<file path="src/hdl/lpm_pkg.sv">
// Package with types, constants and helpers shared by the forwarding engine.
`timescale 1ns / 1ps
`default_nettype none
package lpm_pkg;

   localparam int unsigned TrieNodesDefault = 1024;
   localparam int unsigned MaxPrefix = 32;
   localparam int unsigned QueueDepth = 2;

   typedef enum logic [2:0] {
      ACT_LOCAL    = 3'd0,
      ACT_FORWARD  = 3'd1,
      ACT_NO_ROUTE = 3'd2,
      ACT_TTL_DROP = 3'd3,
      ACT_ADDED    = 3'd4,
      ACT_FULL     = 3'd5
   } action_type;

   typedef enum logic [1:0] {
      ST_IDLE,
      ST_WAIT,
      ST_STEP,
      ST_DONE
   } walk_state_type;

   typedef struct packed {
      logic        func;
      logic [31:0] route_prefix;
      logic [5:0]  prefix_len;
      logic [31:0] route_next_hop;
      logic [31:0] packet_dst;
      logic [7:0]  packet_ttl;
      logic [15:0] packet_checksum;
   } req_type;

   typedef struct packed {
      logic [2:0]  action;
      logic [31:0] next_hop;
      logic [7:0]  new_ttl;
      logic [15:0] new_checksum;
   } rsp_type;

   // Classified job handed from the front part to the trie walker.
   typedef struct packed {
      logic        is_insert;
      logic        is_local;
      logic [31:0] key;
      logic [5:0]  depth;
      logic [31:0] hop;
      logic [7:0]  ttl;
      logic [15:0] checksum;
   } job_type;

   function automatic logic [15:0] csum_update(input logic [15:0] cks, input logic [7:0] ttl,
                                               input logic [7:0] ttl_new);
      logic [17:0] s;
      logic [16:0] f;
      logic [16:0] g;
      s = {2'b00, ~cks} + {2'b00, ~{ttl, 8'h00}} + {2'b00, ttl_new, 8'h00};
      f = {1'b0, s[15:0]} + {15'd0, s[17:16]};
      g = {1'b0, f[15:0]} + {16'd0, f[16]};
      return ~g[15:0];
   endfunction

endpackage
`default_nettype wire

</file>
<file path="src/hdl/lpm_front.sv">
// Front part: accepts items, classifies them and queues jobs for the walker.
`timescale 1ns / 1ps
`default_nettype none
module lpm_front (
   input  wire logic             clock,
   input  wire logic             reset,
   input  wire logic             push,
   output logic                  full,
   input  wire lpm_pkg::req_type req_data,
   input  wire logic [31:0]      local_address,
   output logic                  job_valid,
   input  wire logic             job_take,
   output lpm_pkg::job_type      job
);
   localparam int unsigned Depth = lpm_pkg::QueueDepth;
   localparam int unsigned AW = $clog2(Depth);

   lpm_pkg::job_type      q_ff [Depth];
   logic [AW-1:0]         wp_ff, wp_in, rp_ff, rp_in;
   logic [AW:0]           cnt_ff, cnt_in;
   lpm_pkg::job_type      new_job;
   logic                  do_push, do_pop;

   always_comb begin
      new_job.is_insert = ~req_data.func;
      new_job.is_local  = req_data.func && (req_data.packet_dst == local_address);
      new_job.key       = req_data.func ? req_data.packet_dst : req_data.route_prefix;
      new_job.depth     = (req_data.prefix_len > 6'(lpm_pkg::MaxPrefix)) ?
                          6'(lpm_pkg::MaxPrefix) : req_data.prefix_len;
      new_job.hop       = req_data.route_next_hop;
      new_job.ttl       = req_data.packet_ttl;
      new_job.checksum  = req_data.packet_checksum;
   end

   assign full      = (cnt_ff == (AW+1)'(Depth));
   assign job_valid = (cnt_ff != '0);
   assign job       = q_ff[rp_ff];
   assign do_push   = push && !full;
   assign do_pop    = job_take && job_valid;

   always_comb begin
      wp_in  = do_push ? AW'((wp_ff + 1'b1) % Depth) : wp_ff;
      rp_in  = do_pop ? AW'((rp_ff + 1'b1) % Depth) : rp_ff;
      cnt_in = cnt_ff + (AW+1)'(do_push) - (AW+1)'(do_pop);
   end

   always_ff @(posedge clock) begin
      if (reset) begin
         wp_ff  <= '0;
         rp_ff  <= '0;
         cnt_ff <= '0;
      end else begin
         wp_ff  <= wp_in;
         rp_ff  <= rp_in;
         cnt_ff <= cnt_in;
      end
      if (do_push) begin
         q_ff[wp_ff] <= new_job;
      end
   end

   assert property (@(posedge clock) disable iff (reset) cnt_ff <= (AW+1)'(Depth))
      else $error("Job queue count overflow.");
   assert property (@(posedge clock) disable iff (reset)
      (do_push && !do_pop) |=> cnt_ff == $past(cnt_ff) + 1'b1)
      else $error("Job queue count lost a push.");
   assert property (@(posedge clock) disable iff (reset) (cnt_ff == '0) |-> !job_valid)
      else $error("Empty job queue shows a job.");
endmodule
`default_nettype wire

</file>
<file path="config.mk">
export PLATFORM = sky130hd
export DESIGN_NAME = lpm_front
export DESIGN_NICKNAME = d
export VERILOG_FILES = /design/src/hdl/lpm_pkg.sv /design/src/hdl/lpm_front.sv
export SDC_FILE = /design/constraint.sdc
export NUM_CORES = 1
export LEC_CHECK = 0
export BUFFER_PORTS_ARGS = -buffer_cell sky130_fd_sc_hd__buf_4
export CAP_MARGIN = 20
export CORE_AREA = 4 4 159 123
export CTS_BUF_LIST = sky130_fd_sc_hd__clkbuf_4 sky130_fd_sc_hd__clkbuf_8
export DETAILED_ROUTE_END_ITERATION = 8
export DIE_AREA = 0 0 163 127
export GPL_TIMING_DRIVEN = 0
export MAX_ROUTING_LAYER = met4
export PLACE_DENSITY_LB_ADDON = 0.25
export RECOVER_POWER = 25
export SLEW_MARGIN = 20
export SYNTH_ARGS = -nofsm -noshare
export SYNTH_HDL_FRONTEND = slang
export SYNTH_SLANG_ARGS = --single-unit
</file>
<file path="constraint.sdc">
create_clock -name clock -period 9.5 [get_ports clock]
set_clock_uncertainty 0.1 [all_clocks]
set_input_delay 2.85 -clock clock [delete_from_list [all_inputs] [get_ports clock]]
set_output_delay 2.85 -clock clock [all_outputs]
set_load 0.02 [all_outputs]
</file>
---- Yosys cells after proc, flatten, opt, wreduce, memory -nomap -nowiden ----
Memories as Yosys holds them, arrays and structs flattened. A register that Yosys moved wholly into a read port is not among the register bits.
Index checks and enable logic that the tools add are counted.
storage, ports and cells
  bits in writable memories ............... 192
  memories kept ........................... 1
  input bits .............................. 163
  word-level logic and storage cells ...... 23
  flip-flop bits (word level) ............. 4
memories
  memory  words  bits a word  rd ports  clocked after memory_dff  wr ports  line             RTL
  q_ff    2      96           1         1                         1         lpm_front.sv:18  lpm_pkg::job_type q_ff [Depth];
operators by class
  reduce and logical (&&, ||, !) cells .... 5
  mux-type cells .......................... 6
  equal/unequal tests ..................... 2
  bitwise logic cells ..................... 1
  $add $sub $neg .......................... 4
  magnitude comparators ................... 1
operators by type and width
  operator                                     number
  32-bit equality test                         1
  32-bit two-way mux                           1
  6-bit > comparator, second input constant    1
  6-bit two-way mux                            1
  1-bit two-way mux                            4
  1-bit logical AND                            3
  1-bit adder, second input constant           2
  2-bit by 1-bit adder with 2-bit output       1
  2-bit equality test, second input constant   1
  2-bit nonzero test                           1
  2-bit by 1-bit subtractor with 2-bit output  1
  1-bit zero test                              1
  1-bit NOT                                    1

---- Depth between registers and ports, before layout ----
Gate-level depths: netlist of run 1.
  depth in word-level cells ............... 5
  gate-level depth with buffers ........... 8
  depth with buffers taken out ............ 8

---- Worst setup path after synthesis of run 1 ----
OpenSTA, ideal clock, no wires.
  path kind ............................... input-to-reg
  from .................................... input push
  to ...................................... memory q_ff[0][0] in the netlist's numbering, enable pin
  cell stages on the path ................. 2
  data required time ...................... 8,849 ps
  slack ................................... 1,909 ps
  arrival time ............................ 6,939 ps
  cell sequence ........................... nand2_1 > nor2_1
between the ends
  cells in the longest elaborated chain, start to end .. 3
ends and longest elaborated chain
  item                                     line             RTL
  start: declaration                       lpm_front.sv:7   input wire logic push,
  1-bit logical AND                        lpm_front.sv:38  assign do_push = push && !full;
  1-bit two-way mux                        lpm_front.sv:57  if (do_push) begin
  1-bit two-way mux (not written as such)  lpm_front.sv:58  q_ff[wp_ff] <= new_job;
  end: declaration                         lpm_front.sv:18
No other way between the ends.

==> results.yml, run 1 <==
sta:
  tightest_slew_ns: 0.698
  rsz0062_at_grt: "false"
  hold_viol: 0
  min_period_ns: 4.82
  min_period_over_period: 0.507
  fmax_mhz: 208
  tns_ns: 0
  final-max-slew-violation-count: 0
  postLayoutSetupSlackWorst_ns: 4.68
  relSlewSlack: 0.535
  setup_viol: 0
power:
  powerDensity_nw_per_um2: 241
  p_int_mw: 1.80
  power.share.sequential: 0.439
  clkPwrFrac: 0.228
  combinationalPowerShare: 0.333
  p_sw_mw: 0.770
  max-vdd-ir-drop_mv: 0.124
  p_sw_frac: 0.299
  power.leakage_nw: 4.08
die:
  row_count: 43
  start_util: 0.439
  die_x_um: 163
  pin_count: 261
  die_h_um: 127
  core_area_um2: 18100
  dieArea_um2: 20700
synthesis:
  syn-num-nets: 575
  ys_top_cells_by_count: "192 x edfxtp_1, 128 x mux2_2, 33 x xor2_1"
  netlist.top_cell.by_area: "edfxtp_1"
  yosysSeqAreaShare: 0.739
  syn_avg_cell_area_um2: 19.4
  ys_ff_latch: 197
  synthTopCellsByArea: "edfxtp_1 73%, mux2_2 18%, xor2_1 3.6%"
  yosysUniqueCellTypes: 23
  synth_ff_type: "edfxtp_1"
  synth.top_cell.area_share: 0.726
  syn_inst: 410
  synth_most_common_cell: "edfxtp_1"
  ys_warn_count: 0
  synth_edf_count: 192
  synth_area_um2: 7940
  async_reset_ff_frac: 0
worst_setup_path:
  worst-path-max-fanout: 10
  rrSetupSlack_ns: 7.50
  r2r-start: "cnt_ff[0]"
  cp.required_ns: 6.55
  crit_end: "job[68]"
  r2r_end: "q_ff[1][84]"
  path_class: "reg -> out"
  startpoint_type: "flop"
  arrival_ns: 1.87
  ff2ff_path_depth: 3
  crit_path_end_kind: "primary output"
placed_design:
  dp_hpwl_um: 12800
  gp_congestion: 0.808
  post-place-cells: 921
  port-buffer-count: 259
  dpl_cell_area_um2: 10300
  pre_cts_ws_ns: 5.07
min_path:
  hold_depth: 2
  hold_class: "reg -> reg"
  holdCritStartpoint: "rp_ff"
clocking:
  cts_max_level: 4
  cts.path.max_buffers: 2
  clk_pin_slew_ns: 0.09
  cts_num_sinks: 197
  clk_latency_ns: 0.43
  cts_resized: 0
  post_cts_buffers: 0
  cts_root_buf: "clkbuf_8"
  cts_buffers: 17
  hold_buffers: 0
  cts_tree: "done"
final_layout:
  fin_area_um2: 10700
  area.growth.synth_to_final_pct: 34.8
  layout-drive-gt1-share: 0.607
  final-instance-count-excl-fill: 952
  fill_cells: 1433
  diodes: 0
  layout.nets: 858
flow_run:
  drv_cap: 0
global_routing:
  grt_pass1_wl_um: 26400
  grt_usage: 0.170
  gr-usage-met3: 0.0551
  grt_pass1_vias: 5055
  grt_util_met1: 0.213
  grt_max_degree: 52
  gr-total-overflow: 0
  antenna_found_initial: 0
  grt_util_met2: 0.271
  top_usage_layer: "met2"
status:
  outcome: "finished clean"
routing:
  wire_per_inst_um: 18.0
  drt_pass1_iterations: 4
  wl_um: 17100
  antenna_left: 0
  viasPerCell: 4.79
  drt_first_iter_violations: 263
  vias: 4559
  drc_errors: 0
[logic make-up after synthesis]
family | count (synthesis) | synth area share
DFF | 197 | 0.739
muxes | 128 | 0.182
and+or+nand+nor | 28 | 0.0213
buffers and inverters | 19 | 0.0153
adders and majority gates | 2 | 0.00315
xor gates and xnor gates | 36 | 0.0397
[worst max-delay path: stages (launching register included)]
cell	delay, ns
dfxtp_1	0.31
buf_2	0.21
buf_6	0.21
buf_6	0.18
mux2_2	0.35
buf_4	0.16
[routing by layer]
metal  share of wire  up-vias
met3           0.080       15
met4          0.0098        0
met5               0        -
met2            0.49      153
met1            0.42     2251
li1                -     2140
[stage by stage]
stage / utilization / hold WS [ns] / power (mW)
detailed placement: 0.571 / 0.415 / 2.03
global placement: 0.564 / 0.394 / 2.00
global route: 0.592 / 0.477 / 2.70
floorplan: - / 0.380 / 1.66
CTS: 0.595 / 0.436 / 2.62
finish: 0.592 / 0.433 / 2.57
[cell usage in the layout, fill, tap and decap left out, types with 2 or more instances in the layout]
cell type and count:
ha_1 2, xnor2_1 3, inv_8 2, buf_4 199, edfxtp_1 192, xor2_1 33, inv_6 3, nand3_1 2
inv_1 3, clkbuf_8 17, mux2_2 128, buf_6 5, nor4_1 6, clkbuf_1 17, bufinv_16 4, nor2b_1 6
clkbuf_4 46, buf_12 3, buf_16 2, clkinvlp_4 2, nor2_1 4, buf_2 10, dfxtp_1 5
[layout make-up]
class                      instances  area (µm²)  share of cell area
sequential                       197        5870               0.548
timing repair buffer             264        2000               0.187
multi-input combinational        194        1960               0.183
tap                              247         309              0.0289
clock buffer                      19         249              0.0233
clock inverter                    12         193              0.0180
buffer                            16         110              0.0103
inverter                           3        11.3             0.00105
[worst min path at each step]
stage and end:
6_report rp_ff, 5_1_grt rp_ff, 4_1_cts rp_ff, 3_5_place_dp rp_ff
3_3_place_gp rp_ff, 2_1_floorplan flop
[state kept, by name (all words and copies together), names as in the netlist, named ones only]
signal	flops
q_ff	192
rp_ff	1
cnt_ff	2
wp_ff	1
[power by group through the flow]
stage	Combinational (mW)	Sequential [mW]	Clock (mW)
floorplan	0.496	1.16	0
global placement	0.831	1.17	0
detailed placement	0.874	1.15	0
CTS	0.878	1.13	0.608
global route	0.916	1.14	0.642
finish	0.856	1.13	0.588
(Power assumes the default switching activity.)
==> inputs of run 2 (changes only) <==
==> constraint.sdc (replaced) <==
create_clock -name clock -period 4.79 [get_ports clock]
set_clock_uncertainty 0.1 [all_clocks]
set_input_delay 1.437 -clock clock [delete_from_list [all_inputs] [get_ports clock]]
set_output_delay 1.437 -clock clock [all_outputs]
set_load 0.02 [all_outputs]
==> run 2 against run 1 <==
Global-route usage is 0.50 points higher. Sequential share of layout area is 0.43 points higher. Largest cell class unchanged. Sequential power is 98% higher.
==> results.yml, run 2 (synthesized netlist as in run 1, its figures left out) <==
power:
  power.share.sequential: 0.456
  max-vdd-ir-drop_mv: 0.265
  p_total_mw: 4.93
  powerDensity_nw_per_um2: 464
  clkPwrFrac: 0.196
  combinationalPowerShare: 0.348
  p_int_mw: 3.36
  power.leakage_nw: 4.04
  p_sw_frac: 0.317
  p_sw_mw: 1.56
clocking:
  cts_max_level: 4
  cts_resized: 0
  clk_latency_ns: 0.45
  cts_buffers: 17
  clk_pin_slew_ns: 0.10
  hold_buffers: 0
  cts_tree: "done"
  cts_root_buf: "clkbuf_8"
  post_cts_buffers: 0
  cts.path.max_buffers: 2
  cts_num_sinks: 197
sta:
  rsz0062_at_grt: "false"
  tightest_slew_ns: 0.663
  final-max-slew-violation-count: 0
  min_period_over_period: 0.717
  setup_viol: 0
  hold_ws_ns: 0.445
  relSlewSlack: 0.558
  hold_viol: 0
  postLayoutSetupSlackWorst_ns: 1.36
  min_period_ns: 3.43
  fmax_mhz: 291
worst_setup_path:
  crit_chain: "buf_2 -> buf_6 -> buf_6 -> mux2_2 -> buf_4"
  startpoint_type: "flop"
  path_class: "reg -> out"
  cp.required_ns: 3.25
  cpMostUsedCell: "buf_6"
  arrival_ns: 1.90
  crit_buf_inv: 4
  critPathSlowestCell: "mux2_2"
  critPathTopFamily: "buffers and inverters"
  max_stage_delay_ns: 0.37
  crit_path_end_kind: "primary output"
  worst-path-max-fanout: 10
placed_design:
  post-place-cells: 921
  dp_hpwl_um: 13500
  gp_congestion: 0.807
  port-buffer-count: 259
  pre_cts_ws_ns: 1.79
final_layout:
  largest_reg_flops: 192
  final_common_cell: "buf_4"
  utilization: 0.587
  layout-drive-gt1-share: 0.602
  layout_common_cells: "201 x buf_4, 192 x edfxtp_1, 128 x mux2_2, 40 x clkbuf_4, 33 x xor2_1"
  layout.nets: 858
  area.growth.synth_to_final_pct: 33.8
  largestRegisters: "q_ff (192), cnt_ff (2)"
  final-instance-count-excl-fill: 953
  diodes: 0
  regMostFlops: "q_ff"
  fill_cells: 1437
routing:
  antenna_left: 0
  vias: 4584
  drt_pass1_iterations: 4
  drc_errors: 0
  drt_first_iter_violations: 244
  wire_per_inst_um: 18.8
  viasPerCell: 4.81
  wl_um: 18000
die:
  start_util: 0.439
  die_x_um: 163
  core_area_um2: 18100
  dieArea_um2: 20700
  row_count: 43
  die_h_um: 127
  pin_count: 261
global_routing:
  grt_max_degree: 52
  grt_usage: 0.175
  antenna_found_initial: 0
  gr-total-overflow: 0
  grt_pass1_wl_um: 26500
  grt_pass1_vias: 4974
min_path:
  hold_class: "reg -> reg"
status:
  outcome: "finished clean"
flow_run:
  drv_cap: 0
[run 2: cell count changes in the layout (fill, tap and decap cells not counted), sizes merged]
| cell | before | now |
|---|---|---|
| buf | 219 | 221 |
| clkbuf | 80 | 76 |
| clkinv | 1 | 9 |
| bufinv | 4 | 0 |
| clkinvlp | 2 | 1 |
[run 2: worst register-to-register path, cell delays in order (launching register included)]
cell and delay (ns):
dfxtp_1 0.36, nand2b_1 0.17, and3_4 0.63, buf_16 0.33
[run 2: path summary, 6_finish.rpt]
check | startpoint | end | slack, ns | cells past startpoint
worst max register to register | cnt_ff[0] | q_ff[1][86] | 2.81 | 3
worst max-delay path | flop | job[43] | 1.36 | 5
worst min register to register | rp_ff | flop | 0.45 | 2
worst min-delay path | rp_ff | flop | 0.45 | 2
[run 2: power groups by stage]
stage	combinational, mW	sequential [mW]	clock (mW)
after floorplan	0.984	2.29	0
after global placement	1.66	2.31	0
after detailed placement	1.74	2.29	0
after CTS	1.75	2.25	0.994
after global routing	1.82	2.26	1.07
final	1.71	2.24	0.967
[run 2: final cells by class]
| cell class | instances | area, µm² | area share |
|---|---|---|---|
| sequential | 197 | 5870 | 0.552 |
| clock inverter | 15 | 125 | 0.0118 |
| clock buffer | 17 | 234 | 0.0220 |
| timing repair buffer | 264 | 2000 | 0.188 |
| inverter | 3 | 11.3 | 0.00106 |
| multi-input combinational | 194 | 1960 | 0.185 |
| tap | 247 | 309 | 0.0291 |
| buffer | 16 | 110 | 0.0104 |
[run 2: metal layers]
metal	global-route usage	vias to the layer above	wire length, µm
li1	-	2142	-
met1	0.214	2277	7660
met2	0.287	156	8830
met3	0.0603	9	1340
met4	0.0365	0	140
met5	-	-	0
[run 2: metrics by stage]
stage	setup TNS, ns	cell area (µm²)
2_1_floorplan	0	7940
3_3_place_gp	-182.22	10200
3_5_place_dp	0	10300
4_1_cts	0	10700
5_1_grt	0	10600
6_report	0	10600
==> inputs of run 3 (changes only) <==
==> constraint.sdc (replaced) <==
create_clock -name clock -period 2.8 [get_ports clock]
set_clock_uncertainty 0.1 [all_clocks]
set_input_delay 0.84 -clock clock [delete_from_list [all_inputs] [get_ports clock]]
set_output_delay 0.84 -clock clock [all_outputs]
set_load 0.02 [all_outputs]
==> run 3 against run 2 <==
Final cell count up 0.21%. Die area unchanged. Register-to-register slack worse by 2.3 ns. First-iteration DRC count rose by 23%. Sequential cell count is the same. Combinational power rose by 77%. Largest power group unchanged. Critical path depth stayed put.
==> results.yml, run 3 (synthesized netlist as in run 1, its figures left out) <==
clocking:
  clk_latency_ns: 0.45
  cts_tree: "done"
  cts_max_level: 4
  cts_num_sinks: 197
  cts.path.max_buffers: 2
  clk_pin_slew_ns: 0.10
  cts_root_buf: "clkbuf_8"
  cts_buffers: 17
power:
  power.leakage_nw: 4.08
  max-vdd-ir-drop_mv: 0.438
  powerDensity_nw_per_um2: 805
final_layout:
  regMostFlops: "q_ff"
  final-instance-count-excl-fill: 955
  layout.nets: 860
  fin_area_um2: 10800
  layout-drive-gt1-share: 0.609
  largestRegisters: "q_ff (192), cnt_ff (2)"
  diodes: 0
  regArea_um2: 5870
  area.growth.synth_to_final_pct: 35.5
  layout_common_cells: "202 x buf_4, 192 x edfxtp_1, 128 x mux2_2, 45 x clkbuf_4, 33 x xor2_1"
  fill_cells: 1475
  largest_reg_flops: 192
  final_common_cell: "buf_4"
  multiInputGateArea_um2: 1980
global_routing:
  grt_pass1_vias: 4994
  gr-total-overflow: 0
  grt_max_degree: 52
  antenna_found_initial: 0
  grt_usage: 0.179
  grt_pass1_wl_um: 27200
die:
  die_x_um: 163
  pin_count: 261
  die_h_um: 127
  core_area_um2: 18100
  row_count: 43
  start_util: 0.439
  dieArea_um2: 20700
sta:
  relSlewSlack: 0.521
  hold_ws_ns: 0.424
  final-max-slew-violation-count: 0
  tns_ns: 0
  tightest_slew_ns: 0.716
  hold_viol: 0
  min_period_ns: 2.67
  rsz0062_at_grt: "false"
  setup_viol: 0
  min_period_over_period: 0.952
  fmax_mhz: 375
  postLayoutSetupSlackWorst_ns: 0.134
routing:
  drt_first_iter_violations: 299
  wl_um: 18000
  antenna_left: 0
  drt_pass1_iterations: 6
  wire_per_inst_um: 18.8
  vias: 4606
  drc_errors: 0
  viasPerCell: 4.82
placed_design:
  gp_congestion: 0.797
  pre_cts_ws_ns: 0.127
  post-place-cells: 921
  dp_hpwl_um: 13500
  dpl_cell_area_um2: 10400
  port-buffer-count: 259
status:
  outcome: "finished clean"
worst_setup_path:
  arrival_ns: 1.73
  startpoint_type: "flop"
  path_class: "reg -> out"
  worst-path-max-fanout: 10
  crit_path_end_kind: "primary output"
  cp.required_ns: 1.86
flow_run:
  drv_cap: 0
min_path:
  hold_class: "reg -> reg"
[run 3: per-stage QoR]
stage	util	total power [mW]
2_1_floorplan	-	5.59
3_3_place_gp	0.565	6.78
3_5_place_dp	0.573	6.93
4_1_cts	0.596	8.76
5_1_grt	0.595	9.10
6_report	0.595	8.66
[run 3: layer usage]
layer  global-route usage  up-vias  wire, µm
met5                    -        -         0
met1                0.224     2282      7670
li1                     -     2151         -
met2                0.289      162      8780
met3               0.0555       11      1370
met4               0.0434        0       153
[run 3: report_power, final]
part / switching [mW] / internal (mW) / leakage, nW / total (mW)
logic: 1.58 / 1.45 / 2.05 / 3.03
clock network: 1.05 / 0.746 / 0.197 / 1.80
registers: 0.0946 / 3.74 / 1.84 / 3.84
[run 3: timing repair]
item / 4_1_cts / 5_1_grt
gates resized for setup: 6 / 8
setup buffers: 0 / 2
hold buffers: 0 / 0
setup endpoints to repair: 82 / 49
[run 3: final timing paths]
| path | to | depth (start not counted) | slack [ns] | from |
|---|---|---|---|---|
| max | job[44] | 5 | 0.13 | flop |
| min | rp_ff | 2 | 0.42 | rp_ff |
| max reg2reg | q_ff[0][1] | 6 | 0.47 | cnt_ff[0] |
| min reg2reg | rp_ff | 2 | 0.42 | rp_ff |
[run 3: critical path, cell delays in order, from the launching register on]
cell	delay, ns
dfxtp_2	0.34
buf_6	0.13
buf_12	0.15
buf_8	0.14
mux2_2	0.35
buf_4	0.16
[run 3: area by class of cell]
| type | count | area share |
|---|---|---|
| Sequential cell | 197 | 0.545 |
| Timing Repair Buffer | 266 | 0.189 |
| Multi-Input combinational cell | 194 | 0.184 |
| Tap cell | 247 | 0.0287 |
| Clock buffer | 17 | 0.0217 |
| Clock inverter | 15 | 0.0155 |
| Buffer | 16 | 0.0147 |
| Inverter | 3 | 0.00105 |
